==> config.mk <==
export PLATFORM = sky130hd
export DESIGN_NAME = fdlm_cfg
export DESIGN_NICKNAME = d
export VERILOG_FILES = /design/src/rtl/fdlm_pkg.sv /design/src/rtl/fdlm_cfg.sv
export SDC_FILE = /design/constraint.sdc
export NUM_CORES = 1
export LEC_CHECK = 0
export CORE_MARGIN = 5
export CORE_UTILIZATION = 50
export DETAILED_ROUTE_END_ITERATION = 6
export DONT_BUFFER_PORTS = 1
export PLACE_DENSITY = 0.64
export SLEW_MARGIN = 5
export SYNTH_ARGS = -nofsm -noshare
export SYNTH_HDL_FRONTEND = slang
export SYNTH_SLANG_ARGS = --single-unit
==> constraint.sdc <==
create_clock -name clk -period 3.4 [get_ports clk]
set_input_delay 0.34 -clock clk [delete_from_list [all_inputs] [get_ports clk]]
set_output_delay 0.34 -clock clk [all_outputs]
set_load 0.005 [all_outputs]
==> src/rtl/fdlm_pkg.sv <==
// Shared definitions for the feedback delay / lowpass mixer: register codes,
// register widths and reset values, saturation limits, and the gain bundle type.
// No dependencies.
`default_nettype none

package fdlm_pkg;

	localparam int CHANNELS_DEF    = 2;
	localparam int DELAY_DEPTH_DEF = 131072;
	localparam int SAMPLE_BITS_DEF = 24;

	localparam int ADDR_W = 5;
	localparam int DATA_W = 32;

	localparam int DLEN_W  = 18;
	localparam int COEFF_W = 17;
	localparam int FB_W    = 16;
	localparam int GAIN_W  = 17;

	typedef enum logic [2:0] {
		REG_DELAY_LEN    = 3'd0,
		REG_FILTER_COEFF = 3'd1,
		REG_FEEDBACK     = 3'd2,
		REG_WET          = 3'd3,
		REG_DRY          = 3'd4
	} reg_idx_t;

	localparam logic [DLEN_W-1:0]  DLEN_RST  = 18'd22050;
	localparam logic [COEFF_W-1:0] COEFF_RST = 17'd57363;
	localparam logic [FB_W-1:0]    FB_RST    = 16'd18678;
	localparam logic [GAIN_W-1:0]  WET_RST   = 17'd32768;
	localparam logic [GAIN_W-1:0]  DRY_RST   = 17'd52429;

	localparam logic [GAIN_W-1:0] UNITY_Q16    = 17'd65536;
	localparam logic [FB_W-1:0]   FEEDBACK_MAX = 16'd62259;

	// gains after range limiting, plus the clear request of a delay length write
	typedef struct packed {
		logic [COEFF_W-1:0] coeff;
		logic [FB_W-1:0]    fb;
		logic [GAIN_W-1:0]  wet;
		logic [GAIN_W-1:0]  dry;
		logic               clear;
	} cfg_t;

endpackage

`default_nettype wire

==> src/rtl/fdlm_cfg.sv <==
// Configuration register file on an APB-style port, with range limiting of
// the values it passes on. Depends on fdlm_pkg.
`default_nettype none

module fdlm_cfg import fdlm_pkg::*; #(
	parameter int DELAY_DEPTH = DELAY_DEPTH_DEF
) (
	input  wire logic                               clk,
	input  wire logic                               arst_n,
	input  wire logic                               psel,
	input  wire logic                               penable,
	input  wire logic                               pwrite,
	input  wire logic [ADDR_W-1:0]                  paddr,
	input  wire logic [DATA_W-1:0]                  pwdata,
	output logic      [DATA_W-1:0]                  prdata,
	output logic                                    pready,
	output cfg_t                                    cfg,
	output logic      [$clog2(DELAY_DEPTH+1)-1:0]   len
);

	localparam int LEN_W = $clog2(DELAY_DEPTH + 1);

	logic [DLEN_W-1:0]  dlen_q;
	logic [COEFF_W-1:0] coeff_q;
	logic [FB_W-1:0]    fb_q;
	logic [GAIN_W-1:0]  wet_q;
	logic [GAIN_W-1:0]  dry_q;
	logic               wr_en;
	reg_idx_t           idx;

	assign pready = 1'b1;
	assign wr_en  = psel && penable && pwrite;
	assign idx    = reg_idx_t'(paddr[ADDR_W-1:2]);

	always_ff @(posedge clk or negedge arst_n) begin
		if (!arst_n) begin
			dlen_q  <= DLEN_RST;
			coeff_q <= COEFF_RST;
			fb_q    <= FB_RST;
			wet_q   <= WET_RST;
			dry_q   <= DRY_RST;
		end else if (wr_en) begin
			case (idx)
				REG_DELAY_LEN:    dlen_q  <= pwdata[DLEN_W-1:0];
				REG_FILTER_COEFF: coeff_q <= pwdata[COEFF_W-1:0];
				REG_FEEDBACK:     fb_q    <= pwdata[FB_W-1:0];
				REG_WET:          wet_q   <= pwdata[GAIN_W-1:0];
				REG_DRY:          dry_q   <= pwdata[GAIN_W-1:0];
				default: ;
			endcase
		end
	end

	always_comb begin
		case (idx)
			REG_DELAY_LEN:    prdata = DATA_W'(dlen_q);
			REG_FILTER_COEFF: prdata = DATA_W'(coeff_q);
			REG_FEEDBACK:     prdata = DATA_W'(fb_q);
			REG_WET:          prdata = DATA_W'(wet_q);
			REG_DRY:          prdata = DATA_W'(dry_q);
			default:          prdata = '0;
		endcase
	end

	// a delay length write restarts every channel
	assign cfg.clear = wr_en && (idx == REG_DELAY_LEN);
	assign cfg.coeff = (coeff_q > UNITY_Q16) ? UNITY_Q16 : coeff_q;
	assign cfg.fb    = (fb_q > FEEDBACK_MAX) ? FEEDBACK_MAX : fb_q;
	assign cfg.wet   = (wet_q > UNITY_Q16) ? UNITY_Q16 : wet_q;
	assign cfg.dry   = (dry_q > UNITY_Q16) ? UNITY_Q16 : dry_q;

	always_comb begin
		if (dlen_q == '0) begin
			len = LEN_W'(1);
		end else if (32'(dlen_q) > 32'(DELAY_DEPTH)) begin
			len = LEN_W'(DELAY_DEPTH);
		end else begin
			len = LEN_W'(dlen_q);
		end
	end

endmodule

`default_nettype wire

==> run metrics, run 1 <==
Data arrival, critical path=between 2 and 2.5 ns; GP Congestion=between 0.8 and 0.9; post-DP HPWL=between 9000 and 10000 µm; share of layout cells above drive strength 1=~34%; antenna violations before repair=0; max incr delay on CP=0.51 ns; Yosys top cell area share=28.6%; FF+latch area=2160 µm²; status=complete, no violations; Hold-fix buffers, CTS=2; largest net degree at the start of global routing=86; GRT overflow=0; critical path launch point=dry_q[12]; cells on worst reg2reg path=1; Routed WL=12400 µm; Mean Syn Cell Area=11.8 µm²; R2R Path Start=dlen_q[17]; Core Box Area=9330 µm²; Distinct cells, synth=39; cell accounting for the most synthesized area=dfrtp_1; All-Layer GR Usage=21.3%; clock skew=0 ns; startpoint types=flop; Initial Utilization=51.6%; final worst slack=0.905 ns; asr flop ratio synth=100%; Site Rows=35; Max Root-Sink Buffers=2; via count=about 3100; clock slew at reported path FFs=0.09 ns; Slew Viols, Final=0; Pwr Density=582 nW/µm²; CTS Root Cell=clkbuf_8; pre-CTS setup slack=1.38 ns; number of synthesized register bits=85; Final ANT Viol Nets=0; iteration count of the initial detailed-routing pass=4; # setup viols final=0; drc violations=0; CTS Sinks=85; EDFF count, synth=0; setup TNS=0 ns; Synth area leaders=dfrtp_1 (29%), mux2_2 (17%), dfstp_2 (16%); first-pass GRT wire length=~19000 µm; most frequent cells in the layout=mux2_2 (72), nor2b_1 (65), dfrtp_1 (55); Fill cells=between 800 and 900; CP required=3.06 ns; wire per inst=23.8 µm; Crit Reg-Reg Endpoint=dlen_q[17]; die span in x=108 µm; fin crit period=between 2 and 2.5 ns; setup bufs post-CTS=0; synthesized area=4820 µm²; Max-cap violations=0; CP Capture Type=output pin; CP max FO=10; Highest Clock Rate=roughly 400 MHz; hold violation count in the final report=0; cts repair resizes=0; Setup CP Type=flop to output pin; RSZ-0062 raised after global routing=false; Worst VDD drop=between 0.2 and 0.3 mV; worst-margin pin slew=1.09 ns; leakage power=2.19 nW; final worst-path cycle share=73.4%; CP max-delay cell=a41oi_1; part of the Yosys area used for sequential elements=44.9%; worst reg2reg setup slack=2.27 ns; cell count after synthesis=407; Layout area overhead=4.23%; routed vias/inst=6.02; ys flop type=dfrtp_1; Hold WS=0.128 ns; Die ar.=11700 µm²; Worst-Skew Late Latency=0.33 ns; crit path capture=cfg[16]; initial drt markers=120; vias in the first global route=~3200; Num CTS Buffers=9; io pins=161; Cell Chain, Critical Path=nor4_1 -> a41oi_1 -> nor2b_1; Hold WC Path Type=input port to flop; ANT cells=0; multi-input combinational cell area=about 2400 µm²; number of warnings issued by yosys=0; CTS tree=yes; H-tree depth=3; # port buffers=0; Slew HR=between 20% and 30%; die height=about 110 µm; commonest non-fill, non-tap cell in the layout=mux2_2; Final #Nets=429
[cell families (layout without fill, tap and decap cells)]
| logic type | after synthesis | count (layout) | synth area share, % |
|---|---|---|---|
| multiplexers | 117 | 117 | 27.5 |
| buffers and inverters | 52 | 24 | 5.82 |
| AO/OA/AOI/OAI | 40 | 40 | 6.37 |
| AND/OR/NAND/NOR | 111 | 111 | 15.2 |
| flip-flops | 85 | 85 | 44.9 |
| other | 2 | 15 | 0.156 |
[sequential cells by signal, summed over array words and instances (netlist names)]
signal and cells:
dry_q 17, dlen_q 18, coeff_q 17, wet_q 17, fb_q 16
[metal layers]
layer  vias up  GRT usage (%)  wire (µm)
met5         -              0          0
met4         0           5.59        177
met3        15           6.93       1180
met2       123           35.1       6060
met1      1587           26.9       5000
li1       1409              -          -
[report_power, final]
group	internal, W	leakage [nW]	total, W	switching, W
Sequential	0.00126	1.02	0.00151	0.000244
Combinational	0.000359	1.07	0.000668	0.000310
Clock	0.000380	0.102	0.000747	0.000367
[metrics by stage]
step / total power, W / util [%] / area [µm²] / instances
6_report: 0.00292 / 53.8 / 5020 / 521
5_1_grt: 0.00309 / 53.8 / 5020 / 521
4_1_cts: 0.00295 / 53.8 / 5020 / 521
3_5_place_dp: 0.00218 / 51.2 / 4770 / 503
3_3_place_gp: 0.00216 / 51.2 / 4770 / 503
2_1_floorplan: 0.00201 / - / 4860 / 420
[synthesized netlist by cell type (all sizes together) (5+ instances only)]
| cell type | count |
|---|---|
| mux2 | 85 |
| nor2b | 65 |
| dfrtp | 55 |
| mux2i | 31 |
| dfstp | 30 |
| buf | 28 |
| clkbuf | 19 |
| nor4 | 16 |
| a2bb2oi | 15 |
| o22ai | 15 |
| inv | 5 |
[area by class of cell]
type / count / area share, %
multi-input combinational: 283 / 48.2
clock inverter: 5 / 1.17
sequential: 85 / 43.1
timing repair buffer: 3 / 0.897
tap: 129 / 3.22
clock buffer: 11 / 3.02
inverter: 5 / 0.374
[critical path, delay by kind of cell, from the launching register on]
kind,cells,cell delay (ns)
simple gates,2,0.90
flops,1,0.41
compound gates,1,0.51
[worst min-delay path by stage]
stage,endpoint,depth (start not counted),startpoint
finish,dlen_q[17],1,pwdata[17]
global route,dlen_q[5],1,pwdata[5]
CTS,dlen_q[17],1,pwdata[17]
detailed placement,fb_q[3],0,arst_n
global placement,dlen_q[17],0,arst_n
floorplan,coeff_q[10],0,arst_n
No activity file was read; power rests on OpenSTA's default activity.
==> run 2, diff against run 1 <==
--- a/config.mk
+++ b/config.mk
@@ -9,7 +9,7 @@
 export CORE_UTILIZATION = 50
 export DETAILED_ROUTE_END_ITERATION = 6
 export DONT_BUFFER_PORTS = 1
-export PLACE_DENSITY = 0.64
+export PLACE_DENSITY = 0.67
 export SLEW_MARGIN = 5
 export SYNTH_ARGS = -nofsm -noshare
 export SYNTH_HDL_FRONTEND = slang
==> constraint.sdc (replaced) <==
create_clock -name clk -period 2.2 [get_ports clk]
set_input_delay 0.22 -clock clk [delete_from_list [all_inputs] [get_ports clk]]
set_output_delay 0.22 -clock clk [all_outputs]
set_load 0.005 [all_outputs]
==> run metrics, run 2 (synthesis results as in run 1) <==
status=complete, no violations; Core Box Area=9330 µm² (unchanged); fin crit period=2.13 ns; Max-cap violations=0 (unchanged); Setup CP Type=flop to output pin; via count=3276 (+4.5%); Finished Layout Cells=547 (+5.0%); H-tree depth=3 (unchanged); setup TNS=0 ns (unchanged); worst-margin pin slew=0.649 ns (-0.442 ns); Worst VDD drop=0.564 mV (+93%); final worst-path cycle share=96.7%; Slew Viols, Final=0 (unchanged); max FFs per register=18 (unchanged); Placed Cells=511 (+1.6%); CP required=1.98 ns (-1.08 ns); worst reg2reg setup slack=1.04 ns (-1.23 ns); max incr delay on CP=0.47 ns (-0.04 ns); RSZ-0062 raised after global routing=false; die span in x=108 µm (unchanged); Final #Nets=455 (+6.1%); Slew HR=56.7% (+30 points); GRT overflow=0 (unchanged); iteration count of the initial detailed-routing pass=4 (unchanged); first-pass GRT wire length=20300 µm (+7.7%); cts repair resizes=0 (unchanged); Num CTS Buffers=9 (unchanged); CP max FO=9 (-1); Final ANT Viol Nets=0 (unchanged); initial drt markers=195 (+63%); ANT cells=0 (unchanged); Worst-Skew Late Latency=0.34 ns (about the same); Hold WC Path Type=input port to flop; CTS Sinks=85 (unchanged); CP Capture Type=output pin; die height=108 µm (unchanged); Cell Chain, Critical Path=nor4_1 -> a41oi_1 -> buf_4 -> nor2b_1; io pins=161 (unchanged); clock slew at reported path FFs=0.08 ns (about the same); Max Root-Sink Buffers=2 (unchanged); most frequent cells in the layout=mux2_2 (72), nor2b_1 (65), dfrtp_1 (55); Highest Clock Rate=470 MHz; largest net degree at the start of global routing=86 (unchanged); Data arrival, critical path=1.91 ns (-0.25 ns); Layout area overhead=8.91%; antenna violations before repair=0 (unchanged); startpoint types=flop; leakage power=2.29 nW (+4.8%); Site Rows=35 (unchanged); drc violations=0 (unchanged); hold violation count in the final report=0 (unchanged); Pwr Density=863 nW/µm² (+48%); CTS tree=yes; post-DP HPWL=9390 µm (+1.8%); Initial Utilization=51.6% (unchanged); wire per inst=24.2 µm (+1.4%); share of layout cells above drive strength 1=33.7% (-0.71 points); # port buffers=0 (unchanged); commonest non-fill, non-tap cell in the layout=mux2_2; CP max-delay cell=nor4_1; clock skew=0 ns (unchanged); vias in the first global route=3441 (+5.9%); GP Congestion=0.870 (-1.4%); largest register by flop count=dlen_q; CTS Root Cell=clkbuf_8; All-Layer GR Usage=23.0% (+1.7 points); routed vias/inst=5.99 (-0.44%); Final Core Density=56.2% (+2.4 points); Die ar.=11700 µm² (unchanged); # setup viols final=0 (unchanged); Routed WL=13200 µm (+6.5%)
==> run 2: critical path, delay by kind of cell (launching register included) <==
kind | cells | cell delay (ns)
AO/OA/AOI/OAI | 1 | 0.23
AND/OR/NAND/NOR | 2 | 0.69
buffers and inverters | 1 | 0.23
flip-flops | 1 | 0.41
==> run 2: power breakdown <==
| group | internal [W] | switching (W) |
|---|---|---|
| sequential | 0.00195 | 0.000380 |
| combinational | 0.000596 | 0.000510 |
| clock | 0.000555 | 0.000535 |
| total | 0.00310 | 0.00142 |
==> run 2: layout make-up <==
type	instances	area, µm²
clock buffers	12	145
clock inverters	4	50.0
well taps	129	161
fillers	809	4080
multi-input cells	283	2420
flip-flops and latches	85	2160
inverters	5	18.8
repair buffers	29	285
==> run 2: layer usage <==
metal  part of all wire [%]  wire length [µm]  global-route usage, %
met5                      0                 0                      0
met1                     41              5440                   29.5
met2                     50              6630                   38.4
met4                    1.1               150                   5.23
met3                    7.5               991                   6.87
==> run 2: metrics by stage <==
stage | cell area [µm²] | hold WS [ns] | worst slack (ns) | total power (W)
after global placement | 4830 | -0.0718 | 0.480 | 0.00336
after detailed placement | 4830 | -0.0725 | 0.504 | 0.00340
final | 5250 | 0.0176 | 0.0737 | 0.00453
after CTS | 5170 | 0.000367 | 0.0872 | 0.00456
after floorplan | 4860 | -0.0756 | 0.684 | 0.00311
after global routing | 5250 | 0.000260 | 0.0310 | 0.00480
==> run 2: worst paths after layout <==
| path | startpoint | to | cells after the start |
|---|---|---|---|
| max reg2reg | dlen_q[17] | dlen_q[17] | 1 |
| min reg2reg | dlen_q[0] | dlen_q[0] | 1 |
| min | pwdata[14] | fb_q[14] | 1 |
| max | dry_q[12] | cfg[16] | 4 |
| max in group asynchronous | arst_n | coeff_q[4] | 2 |
| min in group asynchronous | arst_n | dry_q[5] | 2 |
==> run 2: what timing repair did <==
| item | in CTS | in global routing |
|---|---|---|
| hold buffers | 13 | 7 |
| endpoints found under the hold margin | 113 | 10 |
| setup buffers | 0 | 0 |
